[src/sv/rsc_pkg.sv]
package rsc_pkg;

    localparam int STACK_DEPTH = 64;
    localparam int CNT_W       = $clog2(STACK_DEPTH + 1);
    localparam int ADDR_W      = (STACK_DEPTH > 2) ? $clog2(STACK_DEPTH) : 1;
    localparam int DEPTH_OUT_W = 7;

    typedef logic [3:0] t_kind;
    localparam t_kind KIND_PUSH  = 4'd0;
    localparam t_kind KIND_ADD   = 4'd1;
    localparam t_kind KIND_SUB   = 4'd2;
    localparam t_kind KIND_MUL   = 4'd3;
    localparam t_kind KIND_DIV   = 4'd4;
    localparam t_kind KIND_MOD   = 4'd5;
    localparam t_kind KIND_PRINT = 4'd6;
    localparam t_kind KIND_CLEAR = 4'd7;
    localparam t_kind KIND_DUP   = 4'd8;
    localparam t_kind KIND_SWAP  = 4'd9;

    typedef logic [1:0] t_status;
    localparam t_status ST_OK   = 2'd0;
    localparam t_status ST_FEW  = 2'd1;
    localparam t_status ST_FULL = 2'd2;
    localparam t_status ST_ZDIV = 2'd3;

    typedef struct packed {
        t_kind              kind;
        logic signed [31:0] operand;
    } t_in_item;

    typedef struct packed {
        logic signed [31:0]     top_value;
        logic                   shown;
        t_status                status;
        logic [DEPTH_OUT_W-1:0] depth_now;
    } t_out_item;

    typedef enum logic [3:0] {
        CMD_NONE,
        CMD_PUSH,
        CMD_DUP,
        CMD_CLEAR,
        CMD_READ,
        CMD_ARITH,
        CMD_ZDIV,
        CMD_MUL_FIN,
        CMD_DIV_STEP,
        CMD_DIV_FIN,
        CMD_SWAP_FIN
    } t_op;

    typedef struct packed {
        logic    take;
        t_op     op;
        logic    emit;
        t_status status;
        logic    shown;
    } t_cmd;

    typedef struct packed {
        logic cnt_zero;
        logic cnt_lt2;
        logic cnt_full;
        logic div_zero;
        logic div_last;
        logic out_free;
    } t_stat;

    function automatic logic [DEPTH_OUT_W-1:0] to_depth(input logic [CNT_W-1:0] c);
        logic [CNT_W+DEPTH_OUT_W-1:0] t;
        t = {{DEPTH_OUT_W{1'b0}}, c};
        return t[DEPTH_OUT_W-1:0];
    endfunction

endpackage

[src/sv/rsc_ctrl.sv]
module rsc_ctrl (
    input  logic           i_clk,
    input  logic           i_rst_n,
    input  logic           i_in_valid,
    input  rsc_pkg::t_kind i_kind,
    input  rsc_pkg::t_stat i_stat,
    output logic           o_in_ready,
    output rsc_pkg::t_cmd  o_cmd
);
    import rsc_pkg::*;

    typedef enum logic [2:0] {
        S_IDLE, S_DECODE, S_EXEC, S_MULFIN, S_DIV, S_DIVFIN, S_SWAP, S_EMIT
    } t_state;

    t_state  r_state, n_state;
    t_kind   r_kind, n_kind;
    t_status r_status, n_status;
    logic    r_shown, n_shown;
    t_cmd    w_cmd;

    always_comb begin
        n_state  = r_state;
        n_kind   = r_kind;
        n_status = r_status;
        n_shown  = r_shown;
        w_cmd    = '{take: 1'b0, op: CMD_NONE, emit: 1'b0, status: r_status, shown: r_shown};
        unique case (r_state)
            S_IDLE: begin
                if (i_in_valid) begin
                    w_cmd.take = 1'b1;
                    n_kind     = i_kind;
                    n_status   = ST_OK;
                    n_shown    = 1'b0;
                    n_state    = S_DECODE;
                end
            end
            S_DECODE: begin
                n_state = S_EMIT;
                unique case (r_kind) inside
                    KIND_PUSH: begin
                        if (i_stat.cnt_full) n_status = ST_FULL;
                        else w_cmd.op = CMD_PUSH;
                    end
                    KIND_ADD, KIND_SUB, KIND_MUL, KIND_DIV, KIND_MOD, KIND_SWAP: begin
                        if (i_stat.cnt_lt2) begin
                            n_status = ST_FEW;
                        end else begin
                            w_cmd.op = CMD_READ;
                            n_state  = S_EXEC;
                        end
                    end
                    KIND_PRINT: begin
                        if (i_stat.cnt_zero) n_status = ST_FEW;
                        else n_shown = 1'b1;
                    end
                    KIND_CLEAR: w_cmd.op = CMD_CLEAR;
                    KIND_DUP: begin
                        if (i_stat.cnt_zero) n_status = ST_FEW;
                        else if (i_stat.cnt_full) n_status = ST_FULL;
                        else w_cmd.op = CMD_DUP;
                    end
                    default: ;
                endcase
            end
            S_EXEC: begin
                unique case (r_kind) inside
                    KIND_MUL: begin
                        w_cmd.op = CMD_ARITH;
                        n_state  = S_MULFIN;
                    end
                    KIND_DIV, KIND_MOD: begin
                        if (i_stat.div_zero) begin
                            w_cmd.op = CMD_ZDIV;
                            n_status = ST_ZDIV;
                            n_state  = S_EMIT;
                        end else begin
                            w_cmd.op = CMD_ARITH;
                            n_state  = S_DIV;
                        end
                    end
                    KIND_SWAP: begin
                        w_cmd.op = CMD_ARITH;
                        n_state  = S_SWAP;
                    end
                    default: begin
                        w_cmd.op = CMD_ARITH;
                        n_state  = S_EMIT;
                    end
                endcase
            end
            S_MULFIN: begin
                w_cmd.op = CMD_MUL_FIN;
                n_state  = S_EMIT;
            end
            S_DIV: begin
                w_cmd.op = CMD_DIV_STEP;
                if (i_stat.div_last) n_state = S_DIVFIN;
            end
            S_DIVFIN: begin
                w_cmd.op = CMD_DIV_FIN;
                n_state  = S_EMIT;
            end
            S_SWAP: begin
                w_cmd.op = CMD_SWAP_FIN;
                n_state  = S_EMIT;
            end
            S_EMIT: begin
                if (i_stat.out_free) begin
                    w_cmd.emit = 1'b1;
                    n_state    = S_IDLE;
                end
            end
            default: n_state = S_IDLE;
        endcase
    end

    always_ff @(posedge i_clk) begin
        if (!i_rst_n) begin
            r_state  <= S_IDLE;
            r_kind   <= KIND_PUSH;
            r_status <= ST_OK;
            r_shown  <= 1'b0;
        end else begin
            r_state  <= n_state;
            r_kind   <= n_kind;
            r_status <= n_status;
            r_shown  <= n_shown;
        end
    end

    assign o_in_ready = (r_state == S_IDLE);
    assign o_cmd      = w_cmd;

endmodule

[config.mk]
export PLATFORM = sky130hd
export DESIGN_NAME = rsc_ctrl
export DESIGN_NICKNAME = d
export VERILOG_FILES = /design/src/sv/rsc_pkg.sv /design/src/sv/rsc_ctrl.sv
export SDC_FILE = /design/constraint.sdc
export NUM_CORES = 1
export LEC_CHECK = 0
export BUFFER_PORTS_ARGS = -buffer_cell sky130_fd_sc_hd__buf_4
export CELL_PAD_IN_SITES_DETAIL_PLACEMENT = 1
export CELL_PAD_IN_SITES_GLOBAL_PLACEMENT = 1
export CORE_MARGIN = 8
export CORE_UTILIZATION = 32
export DETAILED_ROUTE_END_ITERATION = 8
export PLACE_DENSITY_LB_ADDON = 0.05
export REMOVE_ABC_BUFFERS = 1
export SLEW_MARGIN = 20
export SYNTH_ARGS = -nofsm -noshare
export SYNTH_HDL_FRONTEND = slang
export SYNTH_SLANG_ARGS = --single-unit
[constraint.sdc]
create_clock -name i_clk -period 1.4 [get_ports i_clk]
set_input_delay 0.14 -clock i_clk [delete_from_list [all_inputs] [get_ports i_clk]]
set_output_delay 0.14 -clock i_clk [all_outputs]
set_load 0.02 [all_outputs]
==> results.md <==
* Outcome: finished with violations
* Failing checks: setup timing
* Worst R2R Setup Slack at -0.36 ns
* Gate power share at 58.9%
* Initial DRC Count at 60
* Row cnt at 18
* Peak VDD IR at 0.815 mV
* Pwr/cell area at ~1100 mW/mm²
* Port bufs at 22
* Fin area at 0.00150 mm²
* Critical-path cell list: or4_4, a21oi_2, o21ai_1, a21oi_1, buf_4
* Critical path fanouts, max at 3
* Clk sink count at 10
* Footprint of the multi-input gates at 692 µm²
* Reg2reg start: r_kind[1]
* Worst slew pin tran at approximately 0.32 ns
* Final min period at 1.82 ns
* Slowest-stage cell, CP: or4_4
* Layout net count at 176
* Crit path launch type: register
* Fillers at roughly 280
* Worst min path class: input port to register
* Die span in x at 65.8 µm
* Ys flop type: dfxtp_1
* GRT Overall Usage at between 15 and 20%
* Post-route insts no fill at 192
* Sequential area share after synthesis at 25.2%
* CP delay by family, top: simple AND/OR/NAND/NOR gates
* # setup viols final at 9
* Dpl cell area at 0.00116 mm²
* Final worst slack at -0.425 ns
* Cells after Synth at 106
* P_leak at roughly 0.62 nW
* Yosys cell types at 42
* Vias in the first global route at ~1200
* Mean Syn Cell Area at 7.50 µm²
* Crit path largest cell delay at between 0.5 and 0.6 ns
* Register area at 224 µm²
* Grt ovf at 0
* TritonCTS Buffers at 3
* Fmax at 0.548 GHz
* Clock skew at 0.00412 ns
* Placer Congestion at roughly 0.87
* H-tree depth at 1
* Initial Util at between 30% and 40%
* Switching power at 0.712 mW
* ANT cells at 0
* Yosys warnings at 0
* Utilization after layout at 62.3%
* Clk root buf: clkbuf_4
* Post-synth EDFFs at 0
* Total negative slack at -2.27 ns
* Hold path cells at 3
* Clock Latency Late Sink at 0.27 ns
* Max Root-Sink Buffers at 2
* Critical Path Sink Type: output pin
* WS Path Type: register to output pin
* Via density per instance at 5.67
* First-pass GRT wire length at roughly 5600 µm
* Total power at between 1.5 and 2 mW
* Async set-reset flop share out of synthesis at 0%
* DR WL/cell at 19.9 µm
* Max-slew violations at 0
* DRC viols at 0
* Layout cell share with drive strength beyond 1 at 61.1%
* DP HPWL at 2450 µm
* I/O pin count at 23
* Detailed Route WL at 3830 µm
* MaxCap Viol Count at 0
* Unrepaired setup endpoints after global routing: true
* Clk slew on worst S/H paths at roughly 0.080 ns
* Tcrit/Tclk final at 130%
* Place WS at -0.240 ns
* Area Growth Syn to Fin at 88.8%
* Share of the synthesized area in the top cell type at 25.2%
* Critical Path RT at 1.26 ns
* Worst slew margin at 78.2%
* Flop pwr share at 24.7%
* R2R cell count at 6
* Cell area after synthesis at slightly below 800 µm²
* Placed insts at 177
* Die area at 0.00433 mm²
* WHS at 0.109 ns
* Vias at 1089
* Largest net degree at the start of global routing at 11
* Worst path bufs/invs at 1
* Synth Register Bits at 10
* First-pass DRT Iterations at 4
* Worst EP arrival at 1.68 ns
* Synth top area cells: dfxtp_1, a21oi_1, mux2i_1
* Sw frac at 41.3%
* Die Span Y at 65.8 µm
* CTS tree: yes
* Final Hold Violating Endpoints at 0
* Synth area leader: dfxtp_1
* Initial antenna violation count at 0
* Clock network power share at 16.3%
* Hold EP: r_kind[3]
* RR Endpoint: r_status[1]
* Hold path startpoint: i_kind[3]
* Routed Antenna Nets at 0
* Area of the core at 0.00241 mm²
* Internal power at 1.01 mW
## layout by cell type, fill, tap and decap left out, types with 3 or more instances in the layout
| cell type | netlist | layout |
|---|---|---|
| nand2_1 | 4 | 4 |
| o21ai_0 | 7 | 3 |
| o21ai_1 | 0 | 3 |
| a21oi_2 | 0 | 3 |
| a21oi_1 | 9 | 6 |
| buf_4 | 1 | 56 |
| buf_6 | 1 | 4 |
| mux2i_1 | 4 | 4 |
| nand3_1 | 3 | 3 |
| inv_1 | 7 | 6 |
| dfxtp_1 | 10 | 3 |
| nor2_1 | 10 | 9 |
| dfxtp_4 | 0 | 6 |
| clkbuf_4 | 0 | 3 |
## power groups by stage
stage               Clock (mW)  Combinational (mW)  Sequential (mW)
finish                   0.281                1.02            0.426
global route             0.309                1.09            0.434
global placement             0               0.737            0.396
floorplan                    0               0.336            0.419
detailed placement           0               0.755            0.399
CTS                      0.285               0.874            0.404
## timing repair
item / 4_1_cts / 5_1_grt
setup buffers: 6 / 5
endpoints found under the setup margin: 16 / 10
hold buffers: 0 / 0
resized for setup: 34 / 20
pin swaps: 19 / 7
## tightest hold or removal path: stages
cell	delay (ns)
buf_4	0.08
mux2i_1	0.05
nor2_1	0.08
## final cells by class
cell class	count	share of cell area, %
clock buffers	4	2.42
inverters	7	2.00
multi-input cells	80	46.1
flip-flops and latches	10	14.9
well taps	30	2.50
repair buffers	61	32.0
## cell families (layout without fill, tap and decap cells)
kind of cell               count (synthesis)  in the layout  share of synthesized area, %
xor gates and xnor gates                   1              1                          1.10
AOI/OAI and AO/OA                         34             34                          28.8
adders and majority gates                  1              1                          1.26
buffers and inverters                     16             72                          9.45
DFF                                       10             10                          25.2
muxes                                      4              4                          5.04
and+or+nand+nor                           40             40                          29.1
## sequential cells by signal (all words and copies together) (netlist names)
register  cells
r_state       3
r_shown       1
r_kind        4
r_status      2
## routing by layer
layer / up-vias / track usage, % / wire (µm)
met5: - / 0 / 0
met2: 27 / 29.7 / 1980
met3: 6 / 3.73 / 199
li1: 515 / - / -
met4: 0 / 3.81 / 47
met1: 541 / 18.2 / 1590
## worst max path at each step
stage / startpoint / endpoint / slack (ns) / cells after the start
2_1_floorplan: r_state[0] / r_kind[1] / -0.44 / 4
3_3_place_gp: r_kind[0] / o_cmd[4] / -0.17 / 5
3_5_place_dp: r_kind[0] / o_cmd[4] / -0.24 / 5
4_1_cts: r_kind[1] / o_cmd[4] / -0.42 / 5
5_1_grt: r_kind[1] / o_cmd[4] / -0.49 / 5
6_report: r_kind[1] / o_cmd[4] / -0.42 / 5
## cell usage after synthesis (2+ instances only)
| cell | number |
|---|---|
| nor3_1 | 4 |
| nor4_1 | 3 |
| o21a_1 | 2 |
| nand3_1 | 3 |
| a2bb2oi_1 | 2 |
| clkbuf_1 | 4 |
| or4_1 | 3 |
| a211oi_1 | 2 |
| a31oi_1 | 2 |
| inv_1 | 7 |
| a21oi_1 | 9 |
| o21ai_0 | 7 |
| or2_2 | 2 |
| dfxtp_1 | 10 |
| nand2_1 | 4 |
| nor2_1 | 10 |
| buf_2 | 3 |
| mux2i_1 | 4 |
| o22ai_1 | 2 |
(Power assumes the default switching activity.)
